--- src/rtl/core/assert_macros.svh ---
// Assertion macros shared by the filter RTL; empty when synthesizing.
`ifndef ASSERT_MACROS_SVH
`define ASSERT_MACROS_SVH
`ifndef SYNTHESIS
// Check a property on every clock edge outside reset.
`define ASSERT_SYNC(label, clk, rst_n, prop) \
    label: assert property (@(posedge clk) disable iff (!rst_n) (prop)) \
        else $error("assertion failed");
// Check a property only once reset was already released at the previous edge.
`define ASSERT_WARM(label, clk, rst_n, prop) \
    label: assert property (@(posedge clk) disable iff (!rst_n) \
        ($past(rst_n) |-> (prop))) else $error("assertion failed");
`else
`define ASSERT_SYNC(label, clk, rst_n, prop)
`define ASSERT_WARM(label, clk, rst_n, prop)
`endif
`endif

--- src/rtl/core/wtm_pkg.sv ---
// Shared field widths and datapath opcodes of the trimmed-mean filter.
package wtm_pkg;

    localparam int CH_FIELD_W  = 3;
    localparam int SMP_FIELD_W = 12;

    typedef enum logic [2:0] {
        OP_NOP   = 3'd0,
        OP_CLEAR = 3'd1,
        OP_ACC   = 3'd2,
        OP_MUL_T = 3'd3,
        OP_MUL_P = 3'd4
    } t_op;

endpackage

--- src/rtl/core/wtm_if.sv ---
// Valid/ready channel interfaces for the sample input and the result output.
interface wtm_in_if import wtm_pkg::*; ();
    logic                   valid;
    logic                   ready;
    logic [CH_FIELD_W-1:0]  channel;
    logic [SMP_FIELD_W-1:0] sample;
    logic                   advance;

    modport source (output valid, output channel, output sample, output advance, input ready);
    modport sink   (input valid, input channel, input sample, input advance, output ready);
endinterface

interface wtm_out_if import wtm_pkg::*; ();
    logic                   valid;
    logic                   ready;
    logic [CH_FIELD_W-1:0]  result_channel;
    logic [SMP_FIELD_W-1:0] trimmed_mean;
    logic [SMP_FIELD_W-1:0] plain_mean;

    modport source (output valid, output result_channel, output trimmed_mean,
                    output plain_mean, input ready);
    modport sink   (input valid, input result_channel, input trimmed_mean,
                    input plain_mean, output ready);
endinterface

--- src/rtl/core/wtm_store.sv ---
// Sample window memory with per-entry valid bits; unwritten entries read as zero.
`include "assert_macros.svh"

module wtm_store #(
    parameter int AW          = 7,
    parameter int SAMPLE_BITS = 12
) (
    input  logic                   i_clk,
    input  logic                   i_rst_n,
    input  logic                   i_wr_en,
    input  logic [AW-1:0]          i_wr_addr,
    input  logic [SAMPLE_BITS-1:0] i_wr_data,
    input  logic                   i_rd_en,
    input  logic [AW-1:0]          i_rd_addr,
    output logic [SAMPLE_BITS-1:0] o_rd_data
);

    localparam int DEPTH = 1 << AW;

    logic [SAMPLE_BITS-1:0] r_mem [DEPTH];
    logic [DEPTH-1:0]       r_valid;
    logic [SAMPLE_BITS-1:0] r_rd_data;
    logic                   r_rd_valid;

    always_ff @(posedge i_clk) begin
        if (i_wr_en) begin
            r_mem[i_wr_addr] <= i_wr_data;
        end
        if (i_rd_en) begin
            r_rd_data <= r_mem[i_rd_addr];
        end
    end

    always_ff @(posedge i_clk) begin
        if (!i_rst_n) begin
            r_valid    <= '0;
            r_rd_valid <= 1'b0;
        end else begin
            if (i_wr_en) begin
                r_valid[i_wr_addr] <= 1'b1;
            end
            if (i_rd_en) begin
                r_rd_valid <= r_valid[i_rd_addr];
            end
        end
    end

    // never-written entries read back as zero
    assign o_rd_data = r_rd_valid ? r_rd_data : '0;

    `ASSERT_WARM(a_valid_sticky, i_clk, i_rst_n, ((r_valid & $past(r_valid)) == $past(r_valid)))

endmodule

--- src/rtl/core/wtm_unit.sv ---
// Shared datapath: sum/min/max accumulation and reciprocal-multiply division.
`include "assert_macros.svh"

module wtm_unit import wtm_pkg::*; #(
    parameter int WINDOW      = 16,
    parameter int SAMPLE_BITS = 12
) (
    input  logic                   i_clk,
    input  t_op                    i_op,
    input  logic [SAMPLE_BITS-1:0] i_data,
    output logic [SAMPLE_BITS-1:0] o_trimmed,
    output logic [SAMPLE_BITS-1:0] o_plain
);

    localparam int PW     = $clog2(WINDOW);
    localparam int SUM_W  = SAMPLE_BITS + PW;
    localparam int TRIM_N = WINDOW - 2;
    // shift that keeps floor(x * M >> KSH) exact for every x below 2**SUM_W
    localparam int KSH    = SUM_W + PW;
    localparam int PROD_W = SUM_W + KSH;

    localparam logic [KSH-1:0]   M_TRIM    = KSH'((1 << KSH) / TRIM_N + 1);
    localparam logic [KSH-1:0]   M_PLAIN   = KSH'((1 << KSH) / WINDOW + 1);
    localparam logic [SUM_W-1:0] RND_TRIM  = SUM_W'(TRIM_N / 2);
    localparam logic [SUM_W-1:0] RND_PLAIN = SUM_W'(WINDOW / 2);

    logic [SUM_W-1:0]       r_sum;
    logic [SAMPLE_BITS-1:0] r_hi;
    logic [SAMPLE_BITS-1:0] r_lo;
    logic [PROD_W-1:0]      r_prod;
    logic [SAMPLE_BITS-1:0] r_trim;

    logic [SUM_W-1:0]  mul_a;
    logic [KSH-1:0]    mul_b;
    logic [PROD_W-1:0] product;

    // one multiplier, shared by both divisions
    always_comb begin
        if (i_op == OP_MUL_P) begin
            mul_a = r_sum + RND_PLAIN;
            mul_b = M_PLAIN;
        end else begin
            mul_a = r_sum - SUM_W'(r_hi) - SUM_W'(r_lo) + RND_TRIM;
            mul_b = M_TRIM;
        end
    end

    assign product = PROD_W'(mul_a) * PROD_W'(mul_b);

    always_ff @(posedge i_clk) begin
        unique case (i_op)
            OP_CLEAR: begin
                r_sum <= '0;
                r_hi  <= '0;
                r_lo  <= '1;
            end
            OP_ACC: begin
                r_sum <= r_sum + SUM_W'(i_data);
                if (i_data > r_hi) begin
                    r_hi <= i_data;
                end
                if (i_data < r_lo) begin
                    r_lo <= i_data;
                end
            end
            OP_MUL_T: begin
                r_prod <= product;
            end
            OP_MUL_P: begin
                r_trim <= r_prod[KSH +: SAMPLE_BITS];
                r_prod <= product;
            end
            default: begin
            end
        endcase
    end

    assign o_trimmed = r_trim;
    assign o_plain   = r_prod[KSH +: SAMPLE_BITS];

    `ASSERT_SYNC(a_hi_not_below_lo, i_clk, 1'b1, (i_op == OP_ACC) |=> (r_hi >= r_lo))

endmodule

--- src/rtl/core/windowed_trimmed_mean_filter.sv ---
// Top level of the windowed trimmed-mean filter: sequencer, store and shared datapath.
// Usage:
//   i_smp is a valid/ready sink; a transfer carries channel, sample and advance.
//   advance steps the shared write position (wrapping) before the sample is
//   written into that channel's window. o_res is a valid/ready source; each
//   input transfer yields exactly one result with the channel echoed, the
//   trimmed mean (sum less max and min, rounded, over WINDOW-2) and the plain
//   mean (sum rounded over WINDOW). A channel at or above CHANNELS stores
//   nothing and reports zero for both means.
// Timing:
//   One item is worked at a time. After the input transfer, the store is read
//   one entry per cycle (the single read port sets this rate), then S_DRAIN,
//   S_MUL_T and S_MUL_P on the shared multiplier and S_DONE to load the result:
//   the result shows when i_smp.ready also returns, so the next item is taken
//   in only once the last one is loaded into the output register.
// Reset and stall:
//   Synchronous reset clears the window store (via valid bits) and the write
//   position and holds i_smp.ready low. A stalled receiver holds the result in
//   the output register while the next item is taken in; that item then waits
//   in the last sequencer step until the register frees up.
`include "assert_macros.svh"

module windowed_trimmed_mean_filter import wtm_pkg::*; #(
    parameter int CHANNELS    = 8,
    parameter int WINDOW      = 16,
    parameter int SAMPLE_BITS = 12
) (
    input  logic     i_clk,
    input  logic     i_rst_n,
    wtm_in_if.sink   i_smp,
    wtm_out_if.source o_res
);

    localparam int PW   = $clog2(WINDOW);
    localparam int CH_W = (CHANNELS > 1) ? $clog2(CHANNELS) : 1;
    localparam int AW   = CH_W + PW;

    localparam logic [PW-1:0] LAST_POS = PW'(WINDOW - 1);

    typedef enum logic [5:0] {
        S_IDLE  = 6'b000001,
        S_SCAN  = 6'b000010,
        S_DRAIN = 6'b000100,
        S_MUL_T = 6'b001000,
        S_MUL_P = 6'b010000,
        S_DONE  = 6'b100000
    } t_state;

    t_state                  r_state;
    t_state                  n_state;
    logic [PW-1:0]           r_pos;
    logic [PW-1:0]           n_pos;
    logic [PW-1:0]           r_idx;
    logic [CH_FIELD_W-1:0]   r_ch;
    logic                    r_blank;
    logic                    r_live;
    logic                    r_out_valid;
    logic [CH_FIELD_W-1:0]   r_out_ch;
    logic [SAMPLE_BITS-1:0]  r_out_trim;
    logic [SAMPLE_BITS-1:0]  r_out_plain;

    logic                    in_xfer;
    logic                    in_range;
    logic [CH_FIELD_W:0]     in_ch_ext;
    logic [CH_FIELD_W:0]     cur_ch_ext;
    logic                    rd_en;
    logic [SAMPLE_BITS-1:0]  rd_data;
    logic                    out_free;
    logic                    load_out;
    t_op                     op;
    logic [SAMPLE_BITS-1:0]  unit_trim;
    logic [SAMPLE_BITS-1:0]  unit_plain;

    assign i_smp.ready = (r_state == S_IDLE) && i_rst_n;
    assign in_xfer     = i_smp.valid && i_smp.ready;
    assign in_ch_ext   = {1'b0, i_smp.channel};
    assign cur_ch_ext  = {1'b0, r_ch};
    assign in_range    = int'(in_ch_ext) < CHANNELS;

    // step the shared position first, wrapping at the window end
    always_comb begin
        n_pos = r_pos;
        if (i_smp.advance) begin
            n_pos = (r_pos == LAST_POS) ? '0 : PW'(r_pos + 1'b1);
        end
    end

    assign out_free = !r_out_valid || o_res.ready;
    assign load_out = (r_state == S_DONE) && out_free;
    assign rd_en    = (r_state == S_SCAN);

    // sequencer
    always_comb begin
        n_state = r_state;
        op      = OP_NOP;
        unique case (r_state)
            S_IDLE: begin
                if (in_xfer) begin
                    op      = OP_CLEAR;
                    n_state = S_SCAN;
                end
            end
            S_SCAN: begin
                op = r_live ? OP_ACC : OP_NOP;
                if (r_idx == LAST_POS) begin
                    n_state = S_DRAIN;
                end
            end
            S_DRAIN: begin
                op      = OP_ACC;
                n_state = S_MUL_T;
            end
            S_MUL_T: begin
                op      = OP_MUL_T;
                n_state = S_MUL_P;
            end
            S_MUL_P: begin
                op      = OP_MUL_P;
                n_state = S_DONE;
            end
            S_DONE: begin
                if (out_free) begin
                    n_state = S_IDLE;
                end
            end
            default: begin
                n_state = S_IDLE;
            end
        endcase
    end

    always_ff @(posedge i_clk) begin
        if (!i_rst_n) begin
            r_state     <= S_IDLE;
            r_pos       <= '0;
            r_live      <= 1'b0;
            r_out_valid <= 1'b0;
        end else begin
            r_state <= n_state;
            r_live  <= rd_en;
            if (in_xfer) begin
                r_pos <= n_pos;
            end
            if (load_out) begin
                r_out_valid <= 1'b1;
            end else if (o_res.ready) begin
                r_out_valid <= 1'b0;
            end
        end
    end

    // item context and scan index
    always_ff @(posedge i_clk) begin
        if (in_xfer) begin
            r_ch    <= i_smp.channel;
            r_blank <= !in_range;
            r_idx   <= '0;
        end else if (rd_en) begin
            r_idx <= PW'(r_idx + 1'b1);
        end
        if (load_out) begin
            r_out_ch    <= r_ch;
            r_out_trim  <= r_blank ? '0 : unit_trim;
            r_out_plain <= r_blank ? '0 : unit_plain;
        end
    end

    wtm_store #(
        .AW          (AW),
        .SAMPLE_BITS (SAMPLE_BITS)
    ) u_store (
        .i_clk     (i_clk),
        .i_rst_n   (i_rst_n),
        .i_wr_en   (in_xfer && in_range),
        .i_wr_addr ({in_ch_ext[CH_W-1:0], n_pos}),
        .i_wr_data (i_smp.sample[SAMPLE_BITS-1:0]),
        .i_rd_en   (rd_en),
        .i_rd_addr ({cur_ch_ext[CH_W-1:0], r_idx}),
        .o_rd_data (rd_data)
    );

    wtm_unit #(
        .WINDOW      (WINDOW),
        .SAMPLE_BITS (SAMPLE_BITS)
    ) u_unit (
        .i_clk     (i_clk),
        .i_op      (op),
        .i_data    (rd_data),
        .o_trimmed (unit_trim),
        .o_plain   (unit_plain)
    );

    assign o_res.valid          = r_out_valid;
    assign o_res.result_channel = r_out_ch;
    assign o_res.trimmed_mean   = SMP_FIELD_W'(r_out_trim);
    assign o_res.plain_mean     = SMP_FIELD_W'(r_out_plain);

    `ASSERT_WARM(a_result_from_done, i_clk, i_rst_n, $rose(r_out_valid) |-> $past(r_state == S_DONE))
    `ASSERT_SYNC(a_blank_is_zero, i_clk, i_rst_n, (load_out && r_blank) |=> ((r_out_trim == '0) && (r_out_plain == '0)))
    `ASSERT_SYNC(a_advance_moves, i_clk, i_rst_n, (in_xfer && i_smp.advance) |=> (r_pos != $past(r_pos)))

endmodule

--- src/flat_wrapper.sv ---
// flat-port wrapper written by rule: the top's interface ports become plain ports
module windowed_trimmed_mean_filter_flat import wtm_pkg::*;
#(
    parameter int CHANNELS    = 8,
    parameter int WINDOW      = 16,
    parameter int SAMPLE_BITS = 12
)
  (i_clk, i_rst_n, i_smp_valid, i_smp_channel, i_smp_sample, i_smp_advance, i_smp_ready, o_res_valid, o_res_result_channel, o_res_trimmed_mean, o_res_plain_mean, o_res_ready);
  wtm_in_if i_smp_i ();
  wtm_out_if o_res_i ();
  input  logic i_clk;
  input  logic i_rst_n;
  input wire logic [$bits(i_smp_i.valid)-1:0] i_smp_valid;
  input wire logic [$bits(i_smp_i.channel)-1:0] i_smp_channel;
  input wire logic [$bits(i_smp_i.sample)-1:0] i_smp_sample;
  input wire logic [$bits(i_smp_i.advance)-1:0] i_smp_advance;
  output wire logic [$bits(i_smp_i.ready)-1:0] i_smp_ready;
  output wire logic [$bits(o_res_i.valid)-1:0] o_res_valid;
  output wire logic [$bits(o_res_i.result_channel)-1:0] o_res_result_channel;
  output wire logic [$bits(o_res_i.trimmed_mean)-1:0] o_res_trimmed_mean;
  output wire logic [$bits(o_res_i.plain_mean)-1:0] o_res_plain_mean;
  input wire logic [$bits(o_res_i.ready)-1:0] o_res_ready;
  assign i_smp_i.valid = i_smp_valid;
  assign i_smp_i.channel = i_smp_channel;
  assign i_smp_i.sample = i_smp_sample;
  assign i_smp_i.advance = i_smp_advance;
  assign i_smp_ready = i_smp_i.ready;
  assign o_res_valid = o_res_i.valid;
  assign o_res_result_channel = o_res_i.result_channel;
  assign o_res_trimmed_mean = o_res_i.trimmed_mean;
  assign o_res_plain_mean = o_res_i.plain_mean;
  assign o_res_i.ready = o_res_ready;
  windowed_trimmed_mean_filter #(.CHANNELS(CHANNELS), .WINDOW(WINDOW), .SAMPLE_BITS(SAMPLE_BITS)) u_core (.i_clk(i_clk), .i_rst_n(i_rst_n), .i_smp(i_smp_i), .o_res(o_res_i));
endmodule
--- config.mk ---
export PLATFORM = sky130hd
export DESIGN_NAME = windowed_trimmed_mean_filter_flat
export DESIGN_NICKNAME = d
export VERILOG_FILES = /design/src/rtl/core/wtm_pkg.sv /design/src/rtl/core/wtm_if.sv /design/src/rtl/core/wtm_store.sv /design/src/rtl/core/wtm_unit.sv /design/src/rtl/core/windowed_trimmed_mean_filter.sv /design/src/flat_wrapper.sv
export VERILOG_INCLUDE_DIRS = /design/src /design/src/rtl/core
export SDC_FILE = /design/constraint.sdc
export NUM_CORES = 2
export LEC_CHECK = 0
export ABC_AREA = 1
export BUFFER_PORTS_ARGS = -buffer_cell sky130_fd_sc_hd__buf_2
export CAP_MARGIN = 20
export CORE_UTILIZATION = 45
export CTS_CLUSTER_DIAMETER = 200
export CTS_CLUSTER_SIZE = 40
export DETAILED_ROUTE_END_ITERATION = 8
export PLACE_DENSITY = 0.7
export SYNTH_ARGS = -nofsm -noshare
export SYNTH_HDL_FRONTEND = slang
export SYNTH_SLANG_ARGS = --single-unit
--- constraint.sdc ---
create_clock -name i_clk -period 7.75 [get_ports i_clk]
set_input_delay 1.1625 -clock i_clk [delete_from_list [all_inputs] [get_ports i_clk]]
set_output_delay 1.1625 -clock i_clk [all_outputs]
set_load 0.03 [all_outputs]
Word-level counts from Yosys, hierarchy flattened --
Memory sizes are Yosys's and may differ from the RTL's. A register that Yosys moved wholly into a read port is not among the register bits. Index checks and enable logic that the tools add are counted.
Storage, ports and cells: bits in registers 260, memory bits (writable) 1536, input bits 20, output and inout bits 29, word-level logic and storage cells 89, memories kept 1
Memory list:
- u_core.u_store.r_mem | words 128, bits a word 12, read ports 1, clocked after memory_dff 1, wr ports 1, line wtm_store.sv:20 | logic [SAMPLE_BITS-1:0] r_mem [DEPTH];
Operators by class: $add $sub $neg 7, multiply operators 1, $lt $le $gt $ge 6, equal/unequal tests 17, multiplexer cells 25, bitwise gates (word level) 1, reduce and logical (&&, ||, !) cells 14
Operators with widths (number):
- $or 128x128->128 | 1
- $pmux 12 s2 | 2
- $mux 12 | 3
- $pmux 6 s6 | 1
- $mul 16x17->32 | 1
- $pmux 16 s2 | 1
- $sub 16x12->16 | 2
- $mux 6 | 3
- $add 16x12->16 | 1
- $add 16x3->16 const B | 1
- $add 16x4->16 const B | 1
- $lt 7x8->1 const B | 2
- $mux 16 | 1
- $pmux 3 s5 | 1
- $mux 14 | 1
- $gt 12x12->1 | 1
- $lt 12x12->1 | 1
- $add 4x1->4 const B | 2
- $eq 4x4->1 const B | 2
- $mux 4 | 2
- $bmux 1 s7 | 1
- $demux 1 s7 | 1
- $ge 7x1->1 const B | 1
- $mux 1 | 7
- 20 further kinds | 31

Longest topological paths before layout --
word-level depth 8, depth in mapped cells 38, depth with buffers taken out 38

By module --
From an unflattened synthesis, not the netlist that was laid out.
Unflattened totals: cells, all modules 6963, area, all modules 77817.1 um^2
By module, submodules not included:
- wtm_store | times used 1, cells each 5621, area an instance 66640.2 um^2, seq. area each 49067.1 um^2
- wtm_unit | times used 1, cells each 1188, area an instance 9387.8 um^2, seq. area each 1921.8 um^2
- windowed_trimmed_mean_filter | times used 1, cells each 154, area an instance 1789.2 um^2, seq. area each 1221.2 um^2

Worst setup path after synthesis --
Ideal clock, no wire load.
path type reg2reg, start point reg u_core.u_unit.r_sum[1], end point reg u_core.u_unit.r_prod[24] (data pin), setup time 0.259 ns, arrival time 6.376 ns, required time 7.491 ns, path slack 1.115 ns, stages on the path, launching flop included 31, path buffers 0, clock period less this slack 6.635 ns, path through edfxtp_1 -> inv_1 -> fa_1 -> inv_1 -> ha_1 -> ha_1 -> fa_1 -> nand3_1 -> nand3_1 -> a21oi_1 -> xor2_1 -> nor2_1 -> a21oi_1 -> inv_1 -> ha_1 -> ha_1 -> fa_1 -> inv_1 -> fa_1 -> fa_1 -> inv_1 -> fa_1 -> ha_1 -> a21oi_1 -> o21ai_0 -> a21o_1 -> nand2_1 -> nand3_1 -> nand2_1 -> nand2_1 -> xor2_1
On the way: cells in the longest elaborated chain, start to end 5, elaborated cells on any way between the ends 6, classes of those cells add/sub (4); mul (1); mux (1)
Ends and longest elaborated chain:
- from (decl) | line wtm_unit.sv:27 | logic [SUM_W-1:0] r_sum;
- from (signal assigned) | line wtm_unit.sv:58 | r_sum <= r_sum + SUM_W'(i_data);
- $sub 16x12->16 (2 in series) | line wtm_unit.sv:43 | mul_a = r_sum - SUM_W'(r_hi) - SUM_W'(r_lo) + RND_TRIM;
- $add 16x3->16 | line wtm_unit.sv:43
- $mux 16 (*) | line wtm_unit.sv:39 | if (i_op == OP_MUL_P) begin
- $mul 16x17->32 (*) | line wtm_unit.sv:48 | assign product = PROD_W'(mul_a) * PROD_W'(mul_b);
- via u_core.u_unit.product[24] | line wtm_unit.sv:35 | logic [PROD_W-1:0] product;
- to (signal assigned) | line wtm_unit.sv:67 | r_prod <= product;
- to (signal assigned) | line wtm_unit.sv:71 | r_prod <= product;
- to (decl) | line wtm_unit.sv:30 | logic [PROD_W-1:0] r_prod;
The timed path passes the listed nets; every way through them passes the cells marked *. A chain may end at the register's enable or synchronous reset.

Worst setup path after layout --
start point reg u_core.u_unit.r_hi[1], end point reg u_core.u_unit.r_prod[28] (data pin)
On the way: cells in the longest elaborated chain, start to end 5
Ends and longest elaborated chain:
- from (decl) | line wtm_unit.sv:28 | logic [SAMPLE_BITS-1:0] r_hi;
- from (signal assigned) | line wtm_unit.sv:60 | r_hi <= i_data;
- $sub 16x12->16 (2 in series) | line wtm_unit.sv:43
- $add 16x3->16 | line wtm_unit.sv:43
- $mux 16 | line wtm_unit.sv:39
- $mul 16x17->32 | line wtm_unit.sv:48
- via u_core.u_unit.product[28] | line wtm_unit.sv:35
The timed path passes the listed nets, and every way through them passes these cells.

==> run_summary.xml <==
<?xml version="1.0" encoding="UTF-8"?>
<metrics>
  <group name="yosys">
    <metric name="post_synth_instance_area" unit="um2">78540</metric>
    <metric name="syn_nets" unit="">7199</metric>
    <metric name="syn-mean-instance-area" unit="um2">11.33</metric>
    <metric name="synth_cells" unit="">6929</metric>
    <metric name="synth_flop_cell" unit="">sky130_fd_sc_hd__edfxtp_1</metric>
    <metric name="synth-edff-count" unit="">1642</metric>
    <metric name="yosysWarnings" unit="">0</metric>
    <metric name="synthDistinctLibCells" unit="">53</metric>
    <metric name="ys_seq_elements" unit="">1787</metric>
    <metric name="yosysSeqAreaShare" unit="">0.6648</metric>
    <metric name="synth_async_sr_flop_share" unit="">0</metric>
  </group>
  <group name="floorplan">
    <metric name="die-area" unit="um2">176200</metric>
    <metric name="floorplan.initialDensity" unit="">0.4553</metric>
    <metric name="core-area" unit="um2">172500</metric>
    <metric name="io-pin-count" unit="">49</metric>
    <metric name="die_w" unit="um">419.8</metric>
    <metric name="placement_rows" unit="">152</metric>
    <metric name="die_y" unit="um">419.8</metric>
  </group>
  <group name="sta">
    <metric name="final.setup.tns" unit="ns">0</metric>
    <metric name="rsz0062_at_grt" unit="">false</metric>
    <metric name="fin_ws" unit="ns">0.5027</metric>
    <metric name="period_needed" unit="ns">7.247</metric>
    <metric name="finalHoldViolCount" unit="">0</metric>
    <metric name="timing.final.crit_share" unit="">0.9351</metric>
    <metric name="slew-limit-headroom" unit="">0.2795</metric>
    <metric name="max_slew.worst_pin.slew" unit="ns">1.081</metric>
    <metric name="final.hold.worst_slack" unit="ns">0.4143</metric>
    <metric name="slew_violations" unit="">0</metric>
    <metric name="maxClockFrequency" unit="GHz">0.1380</metric>
    <metric name="clock_skew" unit="ns">0.09771</metric>
    <metric name="setup_violations" unit="">0</metric>
  </group>
  <group name="placement">
    <metric name="cell_count_post_placement" unit="">8977</metric>
    <metric name="dp_hpwl" unit="um">118500</metric>
    <metric name="placed_area" unit="um2">80270</metric>
    <metric name="port_buffers" unit="">48</metric>
    <metric name="gpl.final_weighted_congestion" unit="">0.8929</metric>
    <metric name="pre_cts_ws" unit="ns">0.4703</metric>
  </group>
  <group name="global_route">
    <metric name="antenna_violations_before_repair" unit="">8</metric>
    <metric name="largest_net_degree_at_the_start_of_global_routing" unit="">189</metric>
    <metric name="met3_usage" unit="">0.02920</metric>
    <metric name="grt-busiest-layer" unit="">met2</metric>
    <metric name="grtUsageTotal" unit="">0.2230</metric>
    <metric name="overflow" unit="">0</metric>
    <metric name="grt_use_met1" unit="">0.3102</metric>
    <metric name="first_global_vias" unit="">48440</metric>
    <metric name="grt_pass1_wl" unit="um">299400</metric>
    <metric name="grt_util_met2" unit="">0.3607</metric>
  </group>
  <group name="worst_setup_path">
    <metric name="reg2reg_slack" unit="ns">0.50</metric>
    <metric name="worst-path-max-fanout" unit="">4</metric>
    <metric name="timing.critical_path.required" unit="ns">8.29</metric>
    <metric name="critPathMaxStageDelay" unit="ns">0.53</metric>
    <metric name="kind_of_end_point_of_the_critical_path" unit="">register</metric>
    <metric name="slowest_stage" unit="">sky130_fd_sc_hd__fa_1</metric>
    <metric name="crit_arrival" unit="ns">7.79</metric>
    <metric name="startpoint_class_of_the_critical_path" unit="">register</metric>
    <metric name="startpoint_to_endpoint_class_of_the_critical_path" unit="">register to register</metric>
    <metric name="cpMostUsedCell" unit="">sky130_fd_sc_hd__fa_1</metric>
  </group>
  <group name="clock_network">
    <metric name="cts_tree" unit="">yes</metric>
    <metric name="worst_skew_pair_latency" unit="ns">0.79</metric>
    <metric name="hold_buffer_count_at_cts" unit="">0</metric>
    <metric name="master_cell_of_the_clock_root_buffer" unit="">sky130_fd_sc_hd__clkbuf_16</metric>
    <metric name="cts.sinks" unit="">1787</metric>
    <metric name="post_cts_resize_count" unit="">0</metric>
    <metric name="cts_post_setup_buffers_inserted" unit="">0</metric>
    <metric name="cts_inserted_buffers" unit="">50</metric>
    <metric name="path_clk_slew" unit="ns">0.17</metric>
    <metric name="ctsHtreeMaxLevel" unit="">2</metric>
    <metric name="max-clock-path-buffers" unit="">3</metric>
  </group>
  <group name="routing">
    <metric name="finalWirelength" unit="um">200700</metric>
    <metric name="routed-via-count" unit="">51740</metric>
    <metric name="ant_nets" unit="">0</metric>
    <metric name="route.detailed.drc" unit="">0</metric>
    <metric name="route.detailed.vias_per_inst" unit="">5.704</metric>
    <metric name="detailedRoute.firstIterationViolations" unit="">6564</metric>
    <metric name="route.detailed.wl_per_inst" unit="um">22.12</metric>
    <metric name="firstDrtPassIters" unit="">6</metric>
  </group>
  <group name="pwr">
    <metric name="static_power_due_to_leakage" unit="nW">29.03</metric>
    <metric name="worst_ir_drop_vdd" unit="mV">0.7566</metric>
    <metric name="total_power" unit="mW">24.09</metric>
    <metric name="power-per-cell-area" unit="nW/um2">294.5</metric>
  </group>
  <group name="finish">
    <metric name="layout.filler_cells" unit="">15260</metric>
    <metric name="seqCellArea" unit="um2">52220</metric>
    <metric name="utilization" unit="">0.4741</metric>
    <metric name="post_route_cells_drive_above_1_share" unit="">0.04171</metric>
    <metric name="multi_input_comb_area" unit="um2">22320</metric>
    <metric name="post_layout_nonfiller_instances" unit="">9071</metric>
    <metric name="finish.net_count" unit="">6990</metric>
    <metric name="antenna-diode-count" unit="">0</metric>
    <metric name="fin_area" unit="um2">81770</metric>
    <metric name="area_growth_syn_to_layout" unit="%">4.122</metric>
  </group>
  <group name="outcome">
    <metric name="run_status" unit="">finished, final reports clean</metric>
  </group>
  <group name="hold_path">
    <metric name="worstHoldPathType" unit="">register to register</metric>
  </group>
  <group name="run">
    <metric name="max_cap_viol_count" unit="">0</metric>
  </group>
</metrics>
==> cells by family (layout without fill, tap and decap cells) <==
kind of cell    after synthesis  count (layout)  share of synthesized area
flops                      1787            1787                     0.6648
compound gates             1332            1332                    0.09500
xor+xnor                     26              26                   0.002900
fa+ha+maj                   250             250                    0.04576
simple gates               2655            2655                     0.1403
buf+inv                     879             711                    0.05124
==> worst paths after layout <==
| path | startpoint | endpoint | cells after the start |
|---|---|---|---|
| worst min register to register | u_core.u_unit.o_trimmed[0] | u_core.o_res.trimmed_mean[0] | 0 |
| worst min-delay path | u_core.u_unit.o_trimmed[0] | u_core.o_res.trimmed_mean[0] | 0 |
| worst max register to register | u_core.u_unit.r_hi[1] | u_core.u_unit.r_prod[28] | 28 |
| worst max-delay path | u_core.u_unit.r_hi[1] | u_core.u_unit.r_prod[28] | 28 |
==> sequential cells by signal, summed over array words and instances (netlist names), 6 cells and up <==
| name | flops |
|---|---|
| u_core.u_store.r_valid | 128 |
| u_core.u_store.r_rd_data | 12 |
| u_core.u_unit.o_trimmed | 12 |
| u_core.u_unit.r_hi | 12 |
| u_core.u_store.r_mem | 1536 |
| u_core.u_unit.r_prod | 12 |
| u_core.r_state | 6 |
| u_core.o_res.trimmed_mean | 12 |
| u_core.o_res.plain_mean | 12 |
| u_core.u_unit.r_lo | 12 |
| u_core.u_unit.r_sum | 16 |
==> synthesized netlist by cell type (21+ instances only) <==
| master | n | share of area |
|---|---|---|
| sky130_fd_sc_hd__nand2_1 | 1017 | 0.049 |
| sky130_fd_sc_hd__inv_1 | 465 | 0.022 |
| sky130_fd_sc_hd__o21ai_0 | 707 | 0.045 |
| sky130_fd_sc_hd__ha_1 | 188 | 0.030 |
| sky130_fd_sc_hd__edfxtp_1 | 1642 | 0.63 |
| sky130_fd_sc_hd__nor2_4 | 22 | 0.0032 |
| sky130_fd_sc_hd__buf_1 | 22 | 0.0011 |
| sky130_fd_sc_hd__nand3_1 | 388 | 0.025 |
| sky130_fd_sc_hd__a21oi_1 | 224 | 0.014 |
| sky130_fd_sc_hd__o22ai_1 | 95 | 0.0076 |
| sky130_fd_sc_hd__inv_2 | 27 | 0.0013 |
| sky130_fd_sc_hd__clkbuf_1 | 142 | 0.0068 |
| sky130_fd_sc_hd__o211ai_1 | 159 | 0.015 |
| sky130_fd_sc_hd__nor2_1 | 1115 | 0.053 |
| sky130_fd_sc_hd__nand4_1 | 21 | 0.0017 |
| sky130_fd_sc_hd__buf_2 | 116 | 0.0074 |
| sky130_fd_sc_hd__o221ai_1 | 50 | 0.0056 |
| sky130_fd_sc_hd__dfxtp_1 | 145 | 0.037 |
| sky130_fd_sc_hd__o21ai_1 | 53 | 0.0034 |
| sky130_fd_sc_hd__buf_4 | 60 | 0.0057 |
| sky130_fd_sc_hd__fa_1 | 62 | 0.016 |
| sky130_fd_sc_hd__buf_6 | 39 | 0.0056 |
| sky130_fd_sc_hd__nor2_2 | 33 | 0.0026 |
==> worst max-delay path: cells and delay by family, from the launching register on <==
family / cells / cell delay, ns
and+or+nand+nor: 6 / 0.52
DFF: 1 / 0.45
AOI/OAI and AO/OA: 6 / 1.41
adders and majority gates: 11 / 4.21
buffers and inverters: 4 / 0.24
xor gates and xnor gates: 1 / 0.17
==> where the power goes <==
group	switching, mW	leakage (nW)	internal (mW)
Combinational	6.17	12.4	3.15
Sequential	0.0294	15.9	10.7
Clock	2.77	0.700	1.28
Total	8.97	29.0	15.1
==> layout make-up <==
class / count / share of cell area
flip-flops and latches: 1787 / 0.6386
multi-input cells: 4263 / 0.2729
well taps: 2310 / 0.03535
inverters: 495 / 0.02317
clock buffers: 89 / 0.01709
repair buffers: 123 / 0.01181
clock inverters: 4 / 0.001056
==> per-layer routing <==
metal	part of all wire	vias to the layer above
li1	-	23650
met1	0.41	25420
met2	0.47	2354
met3	0.085	307
met4	0.035	8
met5	0.00029	-
==> cells in the final DEF (no fill, tap or decap), types with 3 or more instances in the layout <==
| cell | count |
|---|---|
| sky130_fd_sc_hd__a21o_1 | 6 |
| sky130_fd_sc_hd__a21oi_1 | 224 |
| sky130_fd_sc_hd__a31oi_1 | 18 |
| sky130_fd_sc_hd__buf_12 | 10 |
| sky130_fd_sc_hd__buf_2 | 36 |
| sky130_fd_sc_hd__buf_4 | 76 |
| sky130_fd_sc_hd__clkbuf_1 | 39 |
| sky130_fd_sc_hd__clkbuf_16 | 50 |
| sky130_fd_sc_hd__dfxtp_1 | 142 |
| sky130_fd_sc_hd__dfxtp_4 | 3 |
| sky130_fd_sc_hd__edfxtp_1 | 1642 |
| sky130_fd_sc_hd__fa_1 | 62 |
| sky130_fd_sc_hd__ha_1 | 188 |
| sky130_fd_sc_hd__inv_1 | 464 |
| sky130_fd_sc_hd__inv_16 | 3 |
| sky130_fd_sc_hd__inv_2 | 25 |
| sky130_fd_sc_hd__inv_4 | 3 |
| sky130_fd_sc_hd__nand2_1 | 1017 |
| sky130_fd_sc_hd__nand2_4 | 5 |
| sky130_fd_sc_hd__nand3_1 | 388 |
| sky130_fd_sc_hd__nand3b_1 | 19 |
| sky130_fd_sc_hd__nand4_1 | 21 |
| sky130_fd_sc_hd__nor2_1 | 1113 |
| sky130_fd_sc_hd__nor2_2 | 33 |
| sky130_fd_sc_hd__nor2_4 | 24 |
| sky130_fd_sc_hd__nor2_8 | 4 |
| sky130_fd_sc_hd__nor3_1 | 14 |
| sky130_fd_sc_hd__nor4_1 | 4 |
| sky130_fd_sc_hd__o211ai_1 | 159 |
| sky130_fd_sc_hd__o21a_1 | 7 |
| sky130_fd_sc_hd__o21ai_0 | 706 |
| sky130_fd_sc_hd__o21ai_1 | 54 |
| sky130_fd_sc_hd__o21bai_1 | 5 |
| sky130_fd_sc_hd__o221ai_1 | 50 |
| sky130_fd_sc_hd__o22ai_1 | 95 |
| sky130_fd_sc_hd__o31ai_1 | 3 |
| sky130_fd_sc_hd__or2_1 | 3 |
| sky130_fd_sc_hd__xnor2_1 | 7 |
| sky130_fd_sc_hd__xor2_1 | 19 |
(Power assumes the default switching activity.)
